**src/rtl/core/bbpe_ram.sv**
```systemverilog
// ----------------------------------------------------------------------------
// bbpe_ram
// single port synchronous ram, one write or read per cycle, registered read
// ----------------------------------------------------------------------------
module bbpe_ram #(
    parameter int WIDTH = 32,
    parameter int DEPTH = 16
) (
    input  logic                     i_clk,
    input  logic                     i_we,
    input  logic [$clog2(DEPTH)-1:0] i_addr,
    input  logic [WIDTH-1:0]         i_wdata,
    output logic [WIDTH-1:0]         o_rdata
);

    logic [WIDTH-1:0] r_mem [DEPTH];
    logic [WIDTH-1:0] r_rdata;

    always_ff @(posedge i_clk) begin
        if (i_we) begin
            r_mem[i_addr] <= i_wdata;
        end
        r_rdata <= r_mem[i_addr];
    end

    assign o_rdata = r_rdata;

endmodule

```
**config.mk**
```make
export PLATFORM = sky130hd
export DESIGN_NAME = bbpe_ram
export DESIGN_NICKNAME = d
export VERILOG_FILES = /design/src/rtl/core/bbpe_ram.sv
export SDC_FILE = /design/constraint.sdc
export NUM_CORES = 1
export LEC_CHECK = 0
export BUFFER_PORTS_ARGS = -buffer_cell sky130_fd_sc_hd__buf_4
export CORE_MARGIN = 8
export CORE_UTILIZATION = 30
export DETAILED_ROUTE_END_ITERATION = 16
export MAX_ROUTING_LAYER = met4
export PLACE_DENSITY = 0.56
export SLEW_MARGIN = 20
export SYNTH_ARGS = -nofsm -noshare
export SYNTH_HDL_FRONTEND = slang
export SYNTH_SLANG_ARGS = --single-unit
```
**constraint.sdc**
```tcl
create_clock -name i_clk -period 4.9 [get_ports i_clk]
set_input_delay 0.245 -clock i_clk [delete_from_list [all_inputs] [get_ports i_clk]]
set_output_delay 0.245 -clock i_clk [all_outputs]
set_load 0.05 [all_outputs]
```
-- After elaboration in Yosys (flattened, before gate mapping)
Memories as Yosys holds them, arrays and structs flattened. A register that Yosys moved wholly into a read port is not among the register bits.
Cells that the tools add are included.
- memory bits (writable): 512
- memories: 1
- register bits after elaboration: 0
- bits of input ports: 38
- multiplexer cells: 2
- memories (memory ; words ; bits a word ; rd ports ; clocked after memory_dff ; write ports ; RTL line ; RTL):
    r_mem ; 16 ; 32 ; 1 ; 1 ; 1 ; 16 ; logic [WIDTH-1:0] r_mem [DEPTH];
- operators with widths (cell ; number):
    two-way mux 1 bit ; 2

-- Logic depth before layout (Yosys ltp)
- word-level depth: 2
- depth in mapped cells: 6
- gate-level depth less buffers: 3

-- Worst setup path after synthesis
OpenSTA, ideal clock, no wires.
- path kind: input port to flip-flop
- start point: input i_addr[1]
- end point: memory r_mem[0][0], enable pin
- setup time: 0.461 ns
- slack: 1.413 ns
- buffers on the path: 3
- stages on the path: 4
- required time: 4.439 ns
- arrival: 3.026 ns
- cell sequence: buf_2 -> buf_4 -> clkbuf_1 -> nor3_1
- RTL lines (item ; RTL line ; RTL):
    from (decl) ; 11 ; input logic [$clog2(DEPTH)-1:0] i_addr,
    to (decl) ; 16 ;
No word-level cell before the write port.

-- Worst setup path after layout
- start point: input i_addr[1]
- end point: memory r_mem[11][16], enable pin
No word-level cell before the write port.

==> impl_metrics.xml <==
<?xml version="1.0" encoding="UTF-8"?>
<metrics>
  <group name="power_and_ir_drop">
    <metric name="vdd.ir_drop.worst" unit="uV">258</metric>
    <metric name="final_total_power" unit="W">0.0100</metric>
    <metric name="power_per_cell_area" unit="nW/um^2">421</metric>
    <metric name="p_leak" unit="nW">7.52</metric>
  </group>
  <group name="route">
    <metric name="vias" unit="">8970</metric>
    <metric name="drt_iter0_drc" unit="">708</metric>
    <metric name="detail_route.drc_violations" unit="">0</metric>
    <metric name="avg_wl_per_cell" unit="um">23.5</metric>
    <metric name="viasPerCell" unit="">4.74</metric>
    <metric name="antenna_violating_nets_post_route" unit="">0</metric>
    <metric name="drt_pre_antenna_iters" unit="">5</metric>
    <metric name="detail_route.wirelength" unit="um">44400</metric>
  </group>
  <group name="place">
    <metric name="i_o_buffers" unit="">69</metric>
    <metric name="placedInstanceArea" unit="um^2">21600</metric>
    <metric name="post-dp-hpwl" unit="um">24000</metric>
    <metric name="dp.cells" unit="">1753</metric>
    <metric name="gpl_congestion" unit="">0.684</metric>
    <metric name="pre_cts_slack" unit="ns">1.90</metric>
  </group>
  <group name="finish">
    <metric name="stdcell_area" unit="um^2">23700</metric>
    <metric name="drive_gt1_share" unit="%">31.4</metric>
    <metric name="fillCellCount" unit="">5979</metric>
    <metric name="finalNonFillerCells" unit="">1892</metric>
    <metric name="num-nets-final" unit="">1017</metric>
    <metric name="area_growth" unit="%">19.5</metric>
  </group>
  <group name="job">
    <metric name="drv.max_cap_violation_count" unit="">0</metric>
  </group>
  <group name="synthesis">
    <metric name="synth.distinct_cells" unit="">17</metric>
    <metric name="yosysWarnings" unit="">0</metric>
    <metric name="synthFlopType" unit="">sky130_fd_sc_hd__edfxtp_1</metric>
    <metric name="syn_nets" unit="">878</metric>
    <metric name="postSynthRegisterBits" unit="">544</metric>
    <metric name="post-synth-top-count-cell" unit="">sky130_fd_sc_hd__edfxtp_1</metric>
    <metric name="netlist_top_cells_area" unit="">sky130_fd_sc_hd__edfxtp_1, sky130_fd_sc_hd__mux4_2, sky130_fd_sc_hd__dfxtp_1</metric>
    <metric name="synthCells" unit="">840</metric>
    <metric name="ys_async_sr_fraction" unit="%">0</metric>
    <metric name="synth-edff-count" unit="">512</metric>
    <metric name="post-synth-top-area-cell" unit="">sky130_fd_sc_hd__edfxtp_1</metric>
    <metric name="synth_area_per_cell" unit="um^2">23.6</metric>
    <metric name="yosysTopAreaCellShare" unit="%">77.4</metric>
    <metric name="mappedNetlistArea" unit="um^2">19900</metric>
    <metric name="netlist_top_cells_count" unit="">sky130_fd_sc_hd__edfxtp_1, sky130_fd_sc_hd__mux4_2, sky130_fd_sc_hd__a22oi_1, sky130_fd_sc_hd__nand2_1, sky130_fd_sc_hd__dfxtp_1</metric>
    <metric name="synth-seq-area-share" unit="%">80.6</metric>
  </group>
  <group name="sta">
    <metric name="relSlewSlack" unit="%">29.4</metric>
    <metric name="final-max-slew-violation-count" unit="">0</metric>
    <metric name="finalWorstSetupSlack" unit="ns">2.59</metric>
    <metric name="worst_slew_pin_slew" unit="ns">1.06</metric>
    <metric name="hold_viol_final" unit="">0</metric>
    <metric name="max_freq" unit="MHz">433</metric>
    <metric name="post-route-period-util" unit="%">47.1</metric>
    <metric name="final_critical_period" unit="ns">2.31</metric>
    <metric name="rsz_0062_raised_after_global_routing" unit="">no</metric>
    <metric name="tns" unit="ns">0</metric>
    <metric name="final.setup_skew" unit="ns">0.0198</metric>
    <metric name="final_setup_fails" unit="">0</metric>
  </group>
  <group name="clock_network">
    <metric name="cts_repair_resize_count" unit="">0</metric>
    <metric name="cts-htree-levels" unit="">2</metric>
    <metric name="tritoncts.num_buffers" unit="">56</metric>
    <metric name="clk_latency" unit="ns">0.60</metric>
    <metric name="clk_pin_slew_worst_paths" unit="ns">0.06</metric>
    <metric name="clk_path_buf_depth" unit="">3</metric>
    <metric name="hold_buffers" unit="">32</metric>
    <metric name="cts_tree" unit="">done</metric>
    <metric name="cts_setup_buffers" unit="">0</metric>
    <metric name="cts_num_sinks" unit="">544</metric>
    <metric name="clk_root_buffer_cell" unit="">sky130_fd_sc_hd__clkbuf_16</metric>
  </group>
  <group name="die">
    <metric name="die_area" unit="um^2">74700</metric>
    <metric name="die_w" unit="um">273</metric>
    <metric name="io-pin-count" unit="">70</metric>
    <metric name="floorplan.core_area" unit="um^2">65600</metric>
    <metric name="floorplan.die.height" unit="um">273</metric>
    <metric name="floorplan.initialDensity" unit="%">30.3</metric>
    <metric name="placementRows" unit="">94</metric>
  </group>
  <group name="hold_path">
    <metric name="hold_end" unit="">o_rdata[30]</metric>
    <metric name="min_from" unit="">i_addr[3]</metric>
    <metric name="timing.hold.worst.class" unit="">input pin to flop</metric>
    <metric name="hold_path_depth" unit="">4</metric>
  </group>
  <group name="grt">
    <metric name="grt_use_total" unit="%">12.2</metric>
    <metric name="wire_length_of_the_first_global_routing_pass" unit="um">66000</metric>
    <metric name="maximum_number_of_pins_on_one_net_before_global_route_repair" unit="">88</metric>
    <metric name="number_of_antenna_violations_at_the_first_check_in_global_routing" unit="">1</metric>
    <metric name="remaining_overflow_grt" unit="">0</metric>
    <metric name="first_global_vias" unit="">9801</metric>
  </group>
  <group name="setup_path">
    <metric name="crit_fanout" unit="">83</metric>
    <metric name="r2r_start" unit="">r_mem[10][26]</metric>
    <metric name="timing.critical_path.to_type" unit="">flop</metric>
    <metric name="reg2regPathDepth" unit="">3</metric>
    <metric name="worst_ep_required_time" unit="ns">5.14</metric>
    <metric name="criticalPathCategory" unit="">input pin to flop</metric>
    <metric name="setup.worst_path.start_class" unit="">input pin</metric>
    <metric name="r2r_end" unit="">o_rdata[26]</metric>
    <metric name="reg2reg_slack" unit="ns">3.47</metric>
    <metric name="cp.arrival" unit="ns">2.55</metric>
  </group>
  <group name="status">
    <metric name="run_status" unit="">complete, no violations</metric>
  </group>
</metrics>
==> through the flow <==
stage / hold WS, ns / utilization [%]
global route: 0.284 / 36.2
detailed placement: 0.556 / 32.9
CTS: 0.248 / 36.2
floorplan: 0.344 / -
finish: 0.282 / 36.2
global placement: 0.543 / 32.8
==> area by class of cell <==
class	count	area (um^2)	area share, %
flip-flops and latches	544	16000	67.4
multi-input cells	251	3760	15.8
clock buffers	82	1570	6.61
repair buffers	126	1090	4.58
well taps	864	1080	4.55
clock inverters	24	233	0.980
diodes	1	2.50	0.0105
==> worst max-delay path, cell delays in order <==
cell,delay (ns)
sky130_fd_sc_hd__buf_6,0.63
sky130_fd_sc_hd__nand2_1,0.45
sky130_fd_sc_hd__nor2_4,0.64
sky130_fd_sc_hd__buf_4,0.47
==> kinds of logic (layout without fill, tap and decap cells) <==
family	after synthesis	count (layout)	share of synthesized area, %
mux	128	128	14.5
compound gates	64	64	2.42
buf+inv	45	232	1.17
simple gates	59	59	1.27
other cells	0	1	0
flops	544	544	80.6
==> where the power goes <==
group	internal, W	switching [W]	leakage [nW]
Sequential	0.00520	0.0000296	4.89
Clock	0.00243	0.00173	0.867
Combinational	0.000228	0.000387	1.75
Total	0.00786	0.00214	7.52
==> per-layer routing <==
| layer | track usage [%] | wire length, um | part of all wire (%) |
|---|---|---|---|
| met1 | 15.7 | 19200 | 43 |
| met2 | 20.0 | 22300 | 50 |
| met3 | 2.01 | 2010 | 4.5 |
| met4 | 3.23 | 929 | 2.1 |
| met5 | - | 0 | 0 |
==> sequential cells by signal (all words and copies together) (netlist names) <==
signal   cells
o_rdata     32
r_mem      512
==> worst max-delay path by stage <==
stage               startpoint       endpoint  slack, ns  cells past startpoint
finish               i_addr[1]  r_mem[11][16]       2.59                      4
CTS                  i_addr[1]   r_mem[3][16]       2.54                      4
floorplan            i_addr[1]    r_mem[0][0]       1.41                      4
global placement     i_addr[0]   r_mem[3][21]       1.66                      4
detailed placement   i_addr[1]   r_mem[3][14]       1.90                      4
global route         i_addr[1]  r_mem[11][16]       2.46                      4
==> layout by cell type (no fill, tap or decap), types with 3 or more instances in the layout <==
master	n
sky130_fd_sc_hd__edfxtp_1	512
sky130_fd_sc_hd__mux4_2	128
sky130_fd_sc_hd__buf_4	90
sky130_fd_sc_hd__a22oi_1	64
sky130_fd_sc_hd__clkbuf_16	58
sky130_fd_sc_hd__nand2_1	33
sky130_fd_sc_hd__dlygate4sd3_1	32
sky130_fd_sc_hd__dfxtp_1	32
sky130_fd_sc_hd__clkbuf_1	20
sky130_fd_sc_hd__nor2_4	13
sky130_fd_sc_hd__clkinv_1	7
sky130_fd_sc_hd__clkinv_2	6
sky130_fd_sc_hd__clkbuf_8	5
sky130_fd_sc_hd__bufinv_16	4
sky130_fd_sc_hd__clkinvlp_4	4
sky130_fd_sc_hd__nor3_2	3
No activity file was read; power rests on OpenSTA's default activity.
